===== src/design/uri_percent_decoder_defines.svh =====
// Assertion macros shared by the percent decoder RTL.
// No dependencies; included by the files that carry assertions.
`ifndef URI_PERCENT_DECODER_DEFINES_SVH
`define URI_PERCENT_DECODER_DEFINES_SVH

// cond must be followed by conseq in the same cycle
`define UPD_ASSERT_IMPLY(label, clk, rst, cond, conseq) \
   label: assert property (@(posedge clk) disable iff (rst) (cond) |-> (conseq)) \
      else $error("implication check failed");

// cond must never hold
`define UPD_ASSERT_NEVER(label, clk, rst, cond) \
   label: assert property (@(posedge clk) disable iff (rst) !(cond)) \
      else $error("forbidden condition seen");

`endif


===== src/design/upd_pkg.sv =====
// Types, character constants and hex helper for the percent decoder.
// No dependencies; imported by every module of the block.
package upd_pkg;

   localparam int CSR_INDEX_W = 2;
   localparam int CSR_DATA_W  = 8;

   localparam logic [CSR_INDEX_W-1:0] CSR_URI_MODE      = 2'd0;
   localparam logic [CSR_INDEX_W-1:0] CSR_REDIRECT_MODE = 2'd1;

   localparam logic [7:0] CH_PERCENT = 8'h25;
   localparam logic [7:0] CH_PLUS    = 8'h2b;
   localparam logic [7:0] CH_QMARK   = 8'h3f;
   localparam logic [7:0] CH_SPACE   = 8'h20;
   localparam logic [7:0] CH_DEL     = 8'h7f;

   typedef struct packed {
      logic [7:0] in_byte;
      logic       end_of_string;
   } req_type;

   typedef struct packed {
      logic [7:0] out_byte;
      logic       run_last;
      logic       stopped;
   } rsp_type;

   typedef struct packed {
      logic uri_mode;
      logic redirect_mode;
   } cfg_type;

   // One queued run of one to three output bytes
   typedef struct packed {
      logic [1:0] count;
      logic       stop;
      logic [7:0] b0;
      logic [7:0] b1;
      logic [7:0] b2;
   } run_type;

   typedef struct packed {
      logic       valid;
      logic       letter;
      logic [3:0] nib;
   } hex_type;

   function automatic hex_type hex_decode(input logic [7:0] ch);
      hex_type    h;
      logic [7:0] lower;
      lower    = ch | CH_SPACE;
      h.valid  = 1'b0;
      h.letter = 1'b0;
      h.nib    = 4'd0;
      if (ch >= 8'h30 && ch <= 8'h39) begin
         h.valid = 1'b1;
         h.nib   = ch[3:0];
      end else if (lower >= 8'h61 && lower <= 8'h66) begin
         h.valid  = 1'b1;
         h.letter = 1'b1;
         h.nib    = lower[3:0] + 4'd9;
      end
      return h;
   endfunction

endpackage


===== src/design/upd_front.sv =====
// Front end: accepts raw bytes, tracks escape state and builds output runs.
// Depends on upd_pkg.
module upd_front (
   input  logic             clock,
   input  logic             reset,
   input  upd_pkg::cfg_type cfg,
   input  logic             req_valid,
   output logic             req_ready,
   input  upd_pkg::req_type req_data,
   input  logic             q_full,
   output logic             q_push,
   output upd_pkg::run_type q_run
);
   import upd_pkg::*;

   localparam logic [1:0] PHASE_PLAIN  = 2'd0;
   localparam logic [1:0] PHASE_PCT    = 2'd1;
   localparam logic [1:0] PHASE_DIGIT1 = 2'd2;

   logic [1:0] phase_ff, phase_in;
   logic [3:0] hi_ff, hi_in;
   logic [7:0] first_ff, first_in;
   logic       halted_ff, halted_in;

   hex_type    hv;
   logic [7:0] ch;
   logic [7:0] dec;
   logic       printable;
   logic       reesc;
   logic       emit;
   logic       accept;
   run_type    run;

   assign ch        = req_data.in_byte;
   assign hv        = hex_decode(ch);
   assign dec       = {hi_ff, hv.nib};
   assign printable = (dec > CH_PERCENT) && (dec < CH_DEL);
   assign req_ready = !q_full;
   assign accept    = req_valid && req_ready;

   always_comb begin
      phase_in  = phase_ff;
      hi_in     = hi_ff;
      first_in  = first_ff;
      halted_in = halted_ff;
      emit      = 1'b0;
      reesc     = 1'b0;
      run       = '{count: 2'd1, stop: 1'b0, b0: ch, b1: first_ff, b2: ch};
      if (!halted_ff) begin
         unique case (phase_ff)
            PHASE_PCT: begin
               if (hv.valid) begin
                  hi_in    = hv.nib;
                  first_in = ch;
                  phase_in = PHASE_DIGIT1;
               end else begin
                  phase_in = PHASE_PLAIN;
                  emit     = 1'b1;
               end
            end
            PHASE_DIGIT1: begin
               phase_in = PHASE_PLAIN;
               if (hv.valid) begin
                  emit = 1'b1;
                  priority if (!hv.letter) begin
                     reesc = cfg.redirect_mode && !printable;
                  end else if (cfg.uri_mode) begin
                     halted_in = (dec == CH_QMARK);
                  end else if (cfg.redirect_mode) begin
                     halted_in = (dec == CH_QMARK);
                     reesc     = (dec != CH_QMARK) && !printable;
                  end else begin
                     reesc = 1'b0;
                  end
                  if (reesc) begin
                     run.count = 2'd3;
                     run.b0    = CH_PERCENT;
                  end else begin
                     run.b0   = dec;
                     run.stop = halted_in;
                  end
               end
            end
            default: begin
               priority if (ch == CH_QMARK && (cfg.uri_mode || cfg.redirect_mode)) begin
                  halted_in = 1'b1;
                  emit      = 1'b1;
                  run.stop  = 1'b1;
               end else if (ch == CH_PERCENT) begin
                  phase_in = PHASE_PCT;
               end else if (ch == CH_PLUS) begin
                  emit   = 1'b1;
                  run.b0 = CH_SPACE;
               end else begin
                  phase_in = PHASE_PLAIN;
                  emit     = 1'b1;
               end
            end
         endcase
      end
      // end of string clears all escape state
      if (req_data.end_of_string) begin
         phase_in  = PHASE_PLAIN;
         hi_in     = 4'd0;
         first_in  = 8'd0;
         halted_in = 1'b0;
      end
   end

   assign q_push = accept && emit;
   assign q_run  = run;

   always_ff @(posedge clock) begin
      if (reset) begin
         phase_ff  <= PHASE_PLAIN;
         hi_ff     <= 4'd0;
         first_ff  <= 8'd0;
         halted_ff <= 1'b0;
      end else if (accept) begin
         phase_ff  <= phase_in;
         hi_ff     <= hi_in;
         first_ff  <= first_in;
         halted_ff <= halted_in;
      end
   end

endmodule


===== src/design/upd_queue.sv =====
// Short run queue between the front end and the output stage.
// Depends on upd_pkg and the assertion macro header.
`include "uri_percent_decoder_defines.svh"
module upd_queue #(
   parameter int DEPTH = 4
) (
   input  logic                   clock,
   input  logic                   reset,
   input  logic                   push,
   input  upd_pkg::run_type       push_run,
   output logic                   full,
   input  logic                   pop,
   output logic                   empty,
   output upd_pkg::run_type       head
);
   import upd_pkg::*;

   localparam int PTR_W = (DEPTH > 1) ? $clog2(DEPTH) : 1;
   localparam int CNT_W = $clog2(DEPTH + 1);
   localparam logic [PTR_W-1:0] LAST_PTR = PTR_W'(DEPTH - 1);

   run_type            mem [DEPTH];
   logic [PTR_W-1:0]   wr_ptr_ff, wr_ptr_in;
   logic [PTR_W-1:0]   rd_ptr_ff, rd_ptr_in;
   logic [CNT_W-1:0]   count_ff, count_in;

   assign full  = (count_ff == CNT_W'(DEPTH));
   assign empty = (count_ff == '0);
   assign head  = mem[rd_ptr_ff];

   always_comb begin
      wr_ptr_in = wr_ptr_ff;
      rd_ptr_in = rd_ptr_ff;
      count_in  = count_ff;
      if (push) begin
         wr_ptr_in = (wr_ptr_ff == LAST_PTR) ? '0 : wr_ptr_ff + 1'b1;
      end
      if (pop) begin
         rd_ptr_in = (rd_ptr_ff == LAST_PTR) ? '0 : rd_ptr_ff + 1'b1;
      end
      if (push && !pop) begin
         count_in = count_ff + 1'b1;
      end else if (pop && !push) begin
         count_in = count_ff - 1'b1;
      end
   end

   always_ff @(posedge clock) begin
      if (push) begin
         mem[wr_ptr_ff] <= push_run;
      end
   end

   always_ff @(posedge clock) begin
      if (reset) begin
         wr_ptr_ff <= '0;
         rd_ptr_ff <= '0;
         count_ff  <= '0;
      end else begin
         wr_ptr_ff <= wr_ptr_in;
         rd_ptr_ff <= rd_ptr_in;
         count_ff  <= count_in;
      end
   end

   `UPD_ASSERT_NEVER(a_no_overflow, clock, reset, push && full)
   `UPD_ASSERT_NEVER(a_no_underflow, clock, reset, pop && empty)
   `UPD_ASSERT_IMPLY(a_count_bound, clock, reset, 1'b1, count_ff <= CNT_W'(DEPTH))

endmodule


===== src/design/upd_back.sv =====
// Output stage: drains queued runs into rsp_data one byte per cycle unless stalled.
// Depends on upd_pkg and the assertion macro header.
`include "uri_percent_decoder_defines.svh"
module upd_back (
   input  logic             clock,
   input  logic             reset,
   input  logic             q_empty,
   input  upd_pkg::run_type q_head,
   output logic             q_pop,
   output logic             rsp_valid,
   input  logic             rsp_ready,
   output upd_pkg::rsp_type rsp_data
);
   import upd_pkg::*;

   logic [1:0] idx_ff, idx_in;
   logic       valid_ff, valid_in;
   rsp_type    data_ff, data_in;
   logic       advance;
   logic       last;
   logic [7:0] sel;

   assign advance = !valid_ff || rsp_ready;
   assign last    = (idx_ff == q_head.count - 2'd1);

   always_comb begin
      unique case (idx_ff)
         2'd0:    sel = q_head.b0;
         2'd1:    sel = q_head.b1;
         default: sel = q_head.b2;
      endcase
   end

   always_comb begin
      idx_in   = idx_ff;
      valid_in = valid_ff;
      data_in  = data_ff;
      q_pop    = 1'b0;
      if (advance) begin
         valid_in = !q_empty;
         if (!q_empty) begin
            data_in = '{out_byte: sel, run_last: last, stopped: q_head.stop};
            // drop the run once its final byte is out
            q_pop   = last;
            idx_in  = last ? 2'd0 : idx_ff + 2'd1;
         end
      end
   end

   always_ff @(posedge clock) begin
      data_ff <= data_in;
   end

   always_ff @(posedge clock) begin
      if (reset) begin
         idx_ff   <= 2'd0;
         valid_ff <= 1'b0;
      end else begin
         idx_ff   <= idx_in;
         valid_ff <= valid_in;
      end
   end

   assign rsp_valid = valid_ff;
   assign rsp_data  = data_ff;

   `UPD_ASSERT_IMPLY(a_stop_is_last, clock, reset, valid_ff && data_ff.stopped, data_ff.run_last)
   `UPD_ASSERT_IMPLY(a_mid_run_held, clock, reset, idx_ff != 2'd0, !q_empty)
   `UPD_ASSERT_IMPLY(a_idx_in_run, clock, reset, !q_empty, idx_ff < q_head.count)

endmodule


===== src/design/uri_percent_decoder.sv =====
// URI percent decoder, one raw byte in per item, zero to three bytes out.
//
// req channel: req_data carries in_byte and end_of_string; an item is taken
// when req_valid and req_ready are both high. rsp channel: rsp_data carries
// out_byte, run_last (last byte caused by that input) and stopped (the '?'
// that halts decoding). csr channel: csr_index 0 writes uri_mode, 1 writes
// redirect_mode from bit 0 of csr_data; other indexes are ignored. csr_ready
// is always high; write only while the block is idle.
// Path: a byte's first output reaches rsp_data through the run queue and
// then the output register. Throughput: one input byte per cycle while the
// queue is not full and each gives at most one output byte; the output
// register drains one byte per cycle while rsp_ready allows, so a three-byte
// re-escape occupies the output byte by byte and the run queue (QUEUE_DEPTH runs) absorbs
// it until it fills. If the receiver stalls, the output holds, the queue fills
// and req_ready drops once QUEUE_DEPTH runs are waiting; inputs that emit
// nothing still need a free queue slot to be taken.
// Reset: synchronous, clears the escape state, the queue and rsp_valid;
// uri_mode returns to 1 and redirect_mode to 0.
module uri_percent_decoder #(
   parameter int QUEUE_DEPTH = 4
) (
   input  logic                                clock,
   input  logic                                reset,
   input  logic                                req_valid,
   output logic                                req_ready,
   input  upd_pkg::req_type                    req_data,
   output logic                                rsp_valid,
   input  logic                                rsp_ready,
   output upd_pkg::rsp_type                    rsp_data,
   input  logic                                csr_valid,
   output logic                                csr_ready,
   input  logic [upd_pkg::CSR_INDEX_W-1:0]     csr_index,
   input  logic [upd_pkg::CSR_DATA_W-1:0]      csr_data
);
   import upd_pkg::*;

   logic    uri_mode_ff;
   logic    redirect_mode_ff;
   cfg_type cfg;
   logic    q_full;
   logic    q_empty;
   logic    q_push;
   logic    q_pop;
   run_type q_run;
   run_type q_head;

   assign csr_ready = 1'b1;
   assign cfg       = '{uri_mode: uri_mode_ff, redirect_mode: redirect_mode_ff};

   always_ff @(posedge clock) begin
      if (reset) begin
         uri_mode_ff      <= 1'b1;
         redirect_mode_ff <= 1'b0;
      end else if (csr_valid && csr_ready) begin
         if (csr_index == CSR_URI_MODE) begin
            uri_mode_ff <= csr_data[0];
         end
         if (csr_index == CSR_REDIRECT_MODE) begin
            redirect_mode_ff <= csr_data[0];
         end
      end
   end

   upd_front u_front (
      .clock     (clock),
      .reset     (reset),
      .cfg       (cfg),
      .req_valid (req_valid),
      .req_ready (req_ready),
      .req_data  (req_data),
      .q_full    (q_full),
      .q_push    (q_push),
      .q_run     (q_run)
   );

   upd_queue #(
      .DEPTH (QUEUE_DEPTH)
   ) u_queue (
      .clock    (clock),
      .reset    (reset),
      .push     (q_push),
      .push_run (q_run),
      .full     (q_full),
      .pop      (q_pop),
      .empty    (q_empty),
      .head     (q_head)
   );

   upd_back u_back (
      .clock     (clock),
      .reset     (reset),
      .q_empty   (q_empty),
      .q_head    (q_head),
      .q_pop     (q_pop),
      .rsp_valid (rsp_valid),
      .rsp_ready (rsp_ready),
      .rsp_data  (rsp_data)
   );

endmodule

===== config.mk =====
export PLATFORM = sky130hd
export DESIGN_NAME = uri_percent_decoder
export DESIGN_NICKNAME = d
export VERILOG_FILES = /design/src/design/upd_pkg.sv /design/src/design/upd_front.sv /design/src/design/upd_queue.sv /design/src/design/upd_back.sv /design/src/design/uri_percent_decoder.sv
export VERILOG_INCLUDE_DIRS = /design/src /design/src/design
export SDC_FILE = /design/constraint.sdc
export NUM_CORES = 1
export LEC_CHECK = 0
export BUFFER_PORTS_ARGS = -buffer_cell sky130_fd_sc_hd__buf_2
export CORE_MARGIN = 10
export CORE_UTILIZATION = 35
export DETAILED_ROUTE_END_ITERATION = 16
export PLACE_DENSITY = 0.5
export SETUP_SLACK_MARGIN = 0.2
export SLEW_MARGIN = 10
export SYNTH_ARGS = -nofsm -noshare
export SYNTH_HDL_FRONTEND = slang
export SYNTH_SLANG_ARGS = --single-unit

===== constraint.sdc =====
create_clock -name clock -period 5.58 [get_ports clock]
set_clock_uncertainty 0.2 [all_clocks]
set_input_delay 1.395 -clock clock [delete_from_list [all_inputs] [get_ports clock]]
set_output_delay 1.395 -clock clock [all_outputs]
set_load 0.05 [all_outputs]

==> results of run 1 <==
==> worst max-delay path by stage <==
stage,end,cells after the start
2_1_floorplan,u_queue.count_ff[2]$_SDFFE_PP0P_,15
3_3_place_gp,u_queue.count_ff[2]$_SDFFE_PP0P_,13
3_5_place_dp,u_queue.count_ff[2]$_SDFFE_PP0P_,13
4_1_cts,u_queue.count_ff[2]$_SDFFE_PP0P_,13
5_1_grt,u_queue.count_ff[2]$_SDFFE_PP0P_,15
6_report,u_queue.count_ff[2]$_SDFFE_PP0P_,13
==> where the power goes <==
group	total [W]	internal [W]	leakage, nW	switching, W
combinational	0.000887	0.000344	0.863	0.000543
clock	0.00120	0.000772	0.302	0.000425
sequential	0.00136	0.00132	1.27	0.0000431
==> critical path: stages <==
cell       delay, ns
buf_2           0.19
or3_1           0.41
a21oi_2         0.17
o2111ai_1       0.43
nand2b_1        0.24
nand2_1         0.15
a31oi_4         0.30
ha_1            0.23
inv_1           0.07
fa_1            0.43
xor2_1          0.19
or3_1           0.31
a21oi_1         0.14
==> registers in the layout (all words and copies together), names as in the netlist, 2 cells and up, named ones only <==
signal and cells:
u_queue.count_ff 3, u_queue.rd_ptr_ff 2, u_queue.wr_ptr_ff 2, u_queue.mem 104, u_front.first_ff 8, u_back.idx_ff 2
u_back.rsp_data 10, u_front.hi_ff 4, u_front.phase_ff 2
==> final cells by class <==
class / count / share of cell area
sequential: 143 / 0.555
multi-input combinational: 244 / 0.281
clock buffer: 19 / 0.0628
tap: 225 / 0.0390
timing repair buffer: 37 / 0.0288
clock inverter: 13 / 0.0258
inverter: 14 / 0.00728
==> metrics by stage <==
stage | hold WS (ns) | cell area (µm²) | total power (W) | util | cells
global route | 0.299 | 7220 | 0.00362 | 0.417 | 695
CTS | 0.269 | 7220 | 0.00350 | 0.417 | 695
finish | 0.265 | 7220 | 0.00345 | 0.417 | 695
global placement | 0.252 | 6580 | 0.00228 | 0.380 | 663
floorplan | 0.249 | 6190 | 0.00205 | - | 426
detailed placement | 0.261 | 6580 | 0.00230 | 0.380 | 663
==> synthesized netlist by cell type, types with 3 or more instances <==
cell | n | area (µm²)
a21oi_1 | 14 | 70.1
a221o_1 | 8 | 80.1
a22oi_1 | 12 | 90.1
a31oi_1 | 5 | 31.3
and2_1 | 6 | 37.5
and3_1 | 3 | 18.8
buf_1 | 3 | 11.3
buf_2 | 9 | 45.0
clkbuf_1 | 11 | 41.3
dfxtp_1 | 29 | 581
edfxtp_1 | 114 | 3420
ha_1 | 14 | 175
inv_1 | 14 | 52.6
mux2i_1 | 6 | 60.1
mux4_2 | 26 | 586
nand2_1 | 32 | 120
nand3_1 | 4 | 20.0
nor2_1 | 32 | 120
nor2b_1 | 11 | 68.8
nor3_1 | 7 | 35.0
nor4_1 | 3 | 18.8
o21ai_0 | 15 | 75.1
or3_1 | 5 | 31.3
xnor2_1 | 3 | 26.3
==> layer usage <==
metal | vias up | GRT usage | routed length [µm] | part of all wire
met3 | 14 | 0.0297 | 752 | 0.056
met1 | 1836 | 0.148 | 5900 | 0.44
met4 | 0 | 0.0472 | 190 | 0.014
met2 | 92 | 0.192 | 6570 | 0.49
met5 | - | 0 | 0 | 0
li1 | 1695 | - | - | -
==> cell usage in the layout (no fill, tap or decap), types with 6 or more instances in the layout <==
master | Yosys | routed
buf_4 | 1 | 9
clkbuf_16 | 0 | 17
a21oi_1 | 14 | 14
a221o_1 | 8 | 8
buf_2 | 9 | 28
and2_1 | 6 | 6
o21ai_0 | 15 | 15
mux4_2 | 26 | 26
nor2b_1 | 11 | 11
a22oi_1 | 12 | 12
nand2_1 | 32 | 32
nor3_1 | 7 | 7
mux2i_1 | 6 | 6
inv_1 | 14 | 14
edfxtp_1 | 114 | 114
nor2_1 | 32 | 32
dfxtp_1 | 29 | 28
ha_1 | 14 | 14
==> cells by family after synthesis <==
logic type                 Yosys count  synth area share
buffers and inverters               39            0.0273
muxes                               33             0.106
and+or+nand+nor                    116            0.0922
xor gates and xnor gates             5           0.00708
adders and majority gates           15            0.0315
other                                1          0.000606
DFF                                143             0.647
AOI/OAI and AO/OA                   74            0.0880
==> metrics.txt, run 1 <==
outcome=completed; aggregate routed wire length=13.4 mm; Final setup viols=0; Hold Vio Cnt, Final=0; Synth warnings=0; PortBufs=28; Reg-to-Reg End=u_queue.count_ff[2]$_SDFFE_PP0P_; total CTS buffers=17; CTS Hold Bufs=0; # diodes=0; Rel. slew slack=0.388; Worst IR Drop VDD=195 µV; post-CTS setup buffer count=0; Mapped Area=between 6000 and 7000 µm²; Via-to-Cell Ratio=5.23; WS Path Type=input pin to flop; CP endpoint kind=flop; Pwr Density=478 nW/µm²; GRT Resource Usage Total=0.118; NumNets Final=496; P&R area growth vs syn=16.6%; pre-CTS setup slack=0.660 ns; FMAX=~220 MHz; initial antenna violation count=0; hold endpoint=u_back.rsp_valid$_SDFFE_PP0P_; R2R Setup Slk=2.20 ns; clock sinks=143; DRT antenna net count=0; Initial DRC Count=317; root buffer cell=clkbuf_16; worst skew pair latency=between 0.4 and 0.5 ns; min Tclk post-route=4.50 ns; Post-CTS Resized=0; RSZ-0062 raised after global routing=no; Synth Flop Type=edfxtp_1; Max Buffers Root-to-Sink=2; Tightest Pin Transition=slightly above 0.9 ns; Pre-antenna DRT Iters=4; Max Cap Viol=0; Sequential Area=between 4000 and 5000 µm²; crit path from=req_data[4]; Hold Crit Class=flop to flop; worst-path fanout max=14; largest net degree at the start of global routing=28; Post-Synthesis Cells=roughly 430; Distinct cells, synth=57; DP HPWL=8.42 mm; core area=17300 µm²; hold path depth=2; layout cells sized above 1=0.226; worst endpoint data arrival time=4.65 ns; first-pass GRT wire length=21.5 mm; # rows=48; worst path required time=5.72 ns; area of the multi-input gates=2030 µm²; drt wl/cell=19.3 µm; Die Area=23400 µm²; register area share after synthesis=0.647; Filler cells=1614; # IOs=37; fin crit share=0.807; Setup TNS Final=0 ns; #FFs+latches synth=~140; global route total overflow=0; Die Y=between 150 and 200 µm; P_leak=2.44 nW; via count of the first global-routing pass=3901; DRC viols=0; Hold Startpoint=u_back.rsp_valid$_SDFFE_PP0P_; H-tree levels=4; Avg Synthesized Cell Area=14.5 µm²; vias=3637; Post-synth EDFFs=114; syn_nets=465; ys async rst share=0; CTS tree=yes; reg2reg path depth=11; Pins Over Slew Limit=0; clock-pin slew on the worst setup and hold paths=0.06 ns; Initial Util=0.358; crit path launch type=input pin; global placer's final weighted congestion=0.876; Horiz. Die Dim=153 µm; worst setup margin=1.08 ns
(Power assumes the default switching activity.)
==> inputs of run 2 (changes only) <==
PLACE_DENSITY = 0.52   (was 0.5)
clock period = 4.05 ns   (was 5.58 ns; I/O delays follow)
==> run 2 against run 1 <==
Critical path type unchanged. Utilization grew 0.61 points. Wire length grew 0.43%. Worst setup slack lost 0.53 ns. Flip-flop and latch count is the same. Sequential power grew 38%. First-iteration DRC count shrank 22%. Critical path depth grew 2. Cell area grew 1.5%. Sequential share of layout area shrank 0.80 points.
==> metrics.txt, run 2 (synthesis gave the netlist of run 1 again) <==
Net Switching=0.00137 W (was 0.00101 W); via count of the first global-routing pass=3862 (was 3901); CP Depth=15 (was 13); worst-path cell chain=buf_2 -> inv_1 -> ha_1 -> inv_1 -> o21ai_0 -> o2111a_2 -> nor2_4 -> nand2_2 -> a31oi_4 -> ha_2 -> inv_1 -> fa_2 -> xor2_1 -> or3_1 -> a21oi_1 (was buf_2 -> or3_1 -> a21oi_2 -> o2111ai_1 -> nand2b_1 -> nand2_1 -> a31oi_4 -> ha_1 -> inv_1 -> fa_1 -> xor2_1 -> or3_1 -> a21oi_1); core area=17300 µm² (unchanged); # rows=48 (unchanged); CP endpoint kind=flop (unchanged); pre-CTS setup slack=0.117 ns (was 0.660 ns); CP delay by family, top=adder cells (was simple AND/OR/NAND/NOR gates); Post-Layout Inst Area=7320 µm² (was 7220 µm²); internal power=0.00323 W (was 0.00244 W); hold path depth=2 (unchanged); Pins Over Slew Limit=0 (unchanged); global route total overflow=0 (unchanged); layout cells sized above 1=0.258 (was 0.226); CTS tree=yes (unchanged); Via-to-Cell Ratio=5.27 (was 5.23); PortBufs=28 (unchanged); worst endpoint data arrival time=3.65 ns (was 4.65 ns); reg2reg path depth=13 (was 11); post-CTS setup buffer count=0 (unchanged); clock-pin slew on the worst setup and hold paths=0.06 ns (about the same); most common cell after layout, fill and taps aside=edfxtp_1 (unchanged); Max Cap Viol=0 (unchanged); Setup TNS Final=0 ns (unchanged); Hold Crit Class=flop to flop (unchanged); aggregate routed wire length=13.5 mm (was 13.4 mm); root buffer cell=clkbuf_16 (unchanged); crit path from=req_data[1] (was req_data[4]); sequential share of power=0.408 (was 0.395); FMAX=285 MHz; P&R area growth vs syn=18.3% (was 16.6%); top sig layer=met4 (unchanged); metal2 WL=6.45 mm (was 6.57 mm); Logic pwr share=0.270 (was 0.257); Hold Vio Cnt, Final=0 (unchanged); global placer's final weighted congestion=0.902 (was 0.876); Hold Startpoint=u_back.rsp_valid$_SDFFE_PP0P_ (unchanged); RSZ-0062 raised after global routing=no (unchanged); hold endpoint=u_back.rsp_valid$_SDFFE_PP0P_ (unchanged); Post-CTS Resized=0 (unchanged); first-pass GRT wire length=21.6 mm (was 21.5 mm); Final setup viols=0 (unchanged); Initial DRC Count=246 (was 317); P_leak=2.50 nW (was 2.44 nW); Worst IR Drop VDD=360 µV (was 195 µV); dpl cell area=6750 µm² (was 6580 µm²); R2R Setup Slk=1.12 ns (was 2.20 ns); Worst Path Buf+Inv=4 (was 2); Horiz. Die Dim=153 µm (unchanged); Tightest Pin Transition=0.730 ns (was 0.910 ns); Die Area=23400 µm² (unchanged); # diodes=0 (unchanged); Clock Power Share=0.322 (was 0.347); initial antenna violation count=0 (unchanged); Initial Util=0.358 (unchanged); CP most frequent cell=inv_1 (was or3_1); CTS Hold Bufs=0 (unchanged); WS Path Type=input pin to flop (unchanged); crit-path max cell delay=0.38 ns (was 0.43 ns); outcome=completed (unchanged); # IOs=37 (unchanged); highest-count cells in the layout ignoring fill and taps=edfxtp_1 (114), nor2_1 (31), nand2_1 (30) (was edfxtp_1 (114), nand2_1 (32), nor2_1 (32)); largest net degree at the start of global routing=28 (unchanged); total CTS buffers=17 (unchanged); GRT Resource Usage Total=0.119 (was 0.118); worst path required time=4.19 ns (was 5.72 ns); vias=3736 (was 3637); Max Buffers Root-to-Sink=2 (unchanged); Pre-antenna DRT Iters=5 (was 4); fin crit share=0.866; clock sinks=143 (unchanged); worst skew pair latency=0.42 ns (was 0.41 ns); DRC viols=0 (unchanged); M1 WL=6.10 mm (was 5.90 mm); routed wl met3=671 µm (was 752 µm); Rel. slew slack=0.508 (was 0.388); crit path launch type=input pin (unchanged); NumNets Final=510 (was 496); switch share=0.298 (was 0.293); drt wl/cell=19.0 µm (was 19.3 µm); R2R Path Start=u_front.phase_ff[0]$_SDFFE_PP0P_; Reg-to-Reg End=u_queue.count_ff[2]$_SDFFE_PP0P_ (unchanged); DP HPWL=8.61 mm (was 8.42 mm); CP max-delay cell=fa_2 (was o2111ai_1); H-tree levels=4 (unchanged); Top reg by flops=u_queue.mem (unchanged); fin util=0.423 (was 0.417); Filler cells=1597 (was 1614); Die Y=153 µm (unchanged); max reg flops=104 (unchanged); Pwr Density=629 nW/µm² (was 478 nW/µm²); worst-path fanout max=9 (was 14); worst setup margin=0.543 ns (was 1.08 ns); min Tclk post-route=3.51 ns; DRT antenna net count=0 (unchanged)
## run 2: cell count changes in the layout (fill, tap and decap cells not counted), sizes merged
cell	previous run	this run
buf	37	51
clkinv	4	9
clkinvlp	4	1
bufinv	4	2
clkbuf	19	20
inv	15	14
## run 2: worst max path at each step
| stage | end | slack (ns) |
|---|---|---|
| after detailed placement | u_queue.count_ff[2]$_SDFFE_PP0P_ | 0.12 |
| final | u_queue.count_ff[2]$_SDFFE_PP0P_ | 0.54 |
| after CTS | u_queue.count_ff[2]$_SDFFE_PP0P_ | 0.56 |
| after global placement | u_queue.count_ff[2]$_SDFFE_PP0P_ | 0.14 |
| after global routing | u_queue.count_ff[2]$_SDFFE_PP0P_ | 0.35 |
| after floorplan | u_queue.count_ff[2]$_SDFFE_PP0P_ | 0.20 |
## run 2: area by class of cell
| cell class | count | area [µm²] | area share |
|---|---|---|---|
| multi-input combinational | 244 | 2050 | 0.280 |
| inverter | 14 | 52.6 | 0.00718 |
| timing repair buffer | 51 | 363 | 0.0496 |
| clock inverter | 12 | 120 | 0.0164 |
| clock buffer | 20 | 447 | 0.0610 |
| sequential | 143 | 4010 | 0.547 |
| tap | 225 | 282 | 0.0385 |
## run 2: metrics by stage
stage	total power (W)	std cells	hold WS, ns
global placement	0.00316	677	0.257
finish	0.00461	709	0.262
CTS	0.00468	709	0.266
floorplan	0.00284	426	0.249
global route	0.00485	709	0.303
detailed placement	0.00318	677	0.258
## run 2: power by group through the flow
stage                     clock network, W  logic [W]  registers, W
final                              0.00148    0.00124       0.00188
after global routing               0.00158    0.00136       0.00191
after CTS                          0.00152    0.00128       0.00188
after detailed placement                 0    0.00127       0.00191
after global placement                   0    0.00126       0.00190
after floorplan                          0   0.000731       0.00210
## run 2: routing by layer
metal,track usage,vias to the layer above
met5,0,-
met4,0.0509,0
met3,0.0283,19
met2,0.191,115
met1,0.150,1874
li1,-,1728
## run 2: tightest hold or removal path, delay by kind of cell (launching register included)
family	cells	cell delay (ns)
AOI/OAI and AO/OA	1	0.05
DFF	1	0.31
and+or+nand+nor	1	0.05
==> inputs of run 3 (changes only) <==
CORE_UTILIZATION = 54   (was 35)
PLACE_DENSITY = 0.74   (was 0.52)
REMOVE_ABC_BUFFERS = 1   (was not set)
==> run 3 against run 2 <==
Via count rose by 2.2%. Clock power rose by 8%. Total power rose by 2.4%. Global-route usage rose by 4.9 points. Register-to-register slack got worse by 0.06 ns. Largest cell class unchanged.
==> metrics.txt, run 3 (synthesis gave the netlist of run 1 again) <==
P_leak=2.48 nW (was 2.50 nW); PortBufs=28 (unchanged); global placer's final weighted congestion=0.874 (was 0.902); clock-pin slew on the worst setup and hold paths=0.06 ns (about the same); Die Area=16100 µm² (was 23400 µm²); Worst IR Drop VDD=299 µV (was 360 µV); WS Path Type=input pin to flop (unchanged); # rows=39 (was 48); worst endpoint data arrival time=3.76 ns (was 3.65 ns); # IOs=37 (unchanged); largest net degree at the start of global routing=28 (unchanged); Hold Crit Class=flop to flop (unchanged); core area=11300 µm² (was 17300 µm²); Tightest Pin Transition=0.620 ns (was 0.730 ns); DRC viols=0 (unchanged); layout cells sized above 1=0.231 (was 0.258); DRT antenna net count=0 (unchanged); Placed Cells=591 (was 677); CTS Hold Bufs=0 (unchanged); Max Cap Viol=0 (unchanged); CTS tree=yes (unchanged); Initial DRC Count=417 (was 246); total CTS buffers=17 (unchanged); highest-count cells in the layout ignoring fill and taps=edfxtp_1 (114), nand2_1 (32), nor2_1 (32) (was edfxtp_1 (114), nor2_1 (31), nand2_1 (30)); fin crit share=0.896 (was 0.866); NumNets Final=506 (was 510); H-tree levels=4 (unchanged); CP endpoint kind=flop (unchanged); P&R area growth vs syn=16.0% (was 18.3%); Die Y=127 µm (was 153 µm); worst-path fanout max=12 (was 9); Filler cells=815 (was 1597); aggregate routed wire length=13.3 mm (was 13.5 mm); FMAX=276 MHz (was 285 MHz); DP HPWL=7.95 mm (was 8.61 mm); Pins Over Slew Limit=0 (unchanged); Pwr Density=657 nW/µm² (was 629 nW/µm²); clock sinks=143 (unchanged); outcome=completed (unchanged); Horiz. Die Dim=127 µm (was 153 µm); dpl cell area=6570 µm² (was 6750 µm²); Rel. slew slack=0.582 (was 0.508); drt wl/cell=21.4 µm (was 19.0 µm); Top reg by flops=u_queue.mem (unchanged); Setup TNS Final=0 ns (unchanged); Via-to-Cell Ratio=6.13 (was 5.27); non-filler instance count after layout=623 (was 709); worst skew pair latency=0.41 ns (was 0.42 ns); vias=3819 (was 3736); Post-Layout Inst Area=7180 µm² (was 7320 µm²); Initial Util=0.547 (was 0.358); RSZ-0062 raised after global routing=no (unchanged); Pre-antenna DRT Iters=5 (unchanged); most common cell after layout, fill and taps aside=edfxtp_1 (unchanged); via count of the first global-routing pass=3836 (was 3862); root buffer cell=clkbuf_16 (unchanged); first-pass GRT wire length=20.9 mm (was 21.6 mm); worst path required time=4.18 ns (was 4.19 ns); Final setup viols=0 (unchanged); initial antenna violation count=0 (unchanged); Hold Vio Cnt, Final=0 (unchanged); Max Buffers Root-to-Sink=2 (unchanged); crit path launch type=input pin (unchanged); max reg flops=104 (unchanged); min Tclk post-route=3.63 ns (was 3.51 ns); # diodes=0 (unchanged); global route total overflow=0 (unchanged); GRT Resource Usage Total=0.167 (was 0.119)
run 3: cell count changes in the layout (fill, tap and decap cells not counted), moves of 2 or more:
cell,change
buf_4,-3
bufinv_16,+2
clkinv_2,-4
nand2_2,-2
nand2_1,+2
run 3: stage by stage:
step / setup slack (ns) / hold slack, ns / utilization / total power (W)
after global routing: 0.205 / 0.311 / 0.634 / 0.00490
final: 0.420 / 0.278 / 0.634 / 0.00472
after global placement: 0.157 / 0.253 / 0.580 / 0.00310
after floorplan: 0.0720 / 0.243 / - / 0.00280
after CTS: 0.384 / 0.277 / 0.634 / 0.00475
after detailed placement: -0.00975 / 0.269 / 0.580 / 0.00314
run 3: where the power goes:
part           leakage [nW]  internal, W  switching [W]
sequential             1.27      0.00182      0.0000707
clock                 0.291      0.00103       0.000576
combinational         0.920     0.000486       0.000740
run 3: final cells by class:
type | instances | area (µm²) | share of cell area
Clock buffer | 20 | 437 | 0.0608
Clock inverter | 12 | 171 | 0.0239
Inverter | 14 | 52.6 | 0.00732
Multi-Input combinational cell | 244 | 2010 | 0.281
Sequential cell | 143 | 4010 | 0.558
Tap cell | 143 | 179 | 0.0249
Timing Repair Buffer | 47 | 320 | 0.0446
run 3: final timing paths:
kind	cells after the start	endpoint	slack (ns)	start
worst max-delay path	13	u_queue.count_ff[2]$_SDFFE_PP0P_	0.42	req_data[4]
worst min-delay path	2	u_front.phase_ff[1]$_SDFFE_PP0P_	0.28	u_front.phase_ff[1]$_SDFFE_PP0P_
worst max register to register	13	u_queue.count_ff[2]$_SDFFE_PP0P_	1.06	u_front.phase_ff[0]$_SDFFE_PP0P_
worst min register to register	2	u_front.phase_ff[1]$_SDFFE_PP0P_	0.28	u_front.phase_ff[1]$_SDFFE_PP0P_
run 3: critical path, cell delays in order:
cell and delay (ns):
buf_2 0.11, buf_4 0.17, nor4b_1 0.29, o311a_1 0.26
nand2b_1 0.16, nand2_1 0.15, a31oi_4 0.23, ha_1 0.21
inv_1 0.07, fa_1 0.44, xor2_1 0.18, or3_1 0.32
a21oi_1 0.17
run 3: repair_timing:
action | 4_1_cts | 5_1_grt
resized for setup | 0 | 1
buffers inserted | 0 | 0
endpoints found under the setup margin | 0 | 1
run 3: routing by layer:
layer | vias to the layer above | wire length [µm] | track usage
li1 | 1726 | - | -
met1 | 1899 | 5240 | 0.201
met2 | 173 | 6900 | 0.275
met3 | 21 | 951 | 0.0554
met4 | 0 | 223 | 0.0636
met5 | - | 0 | 0
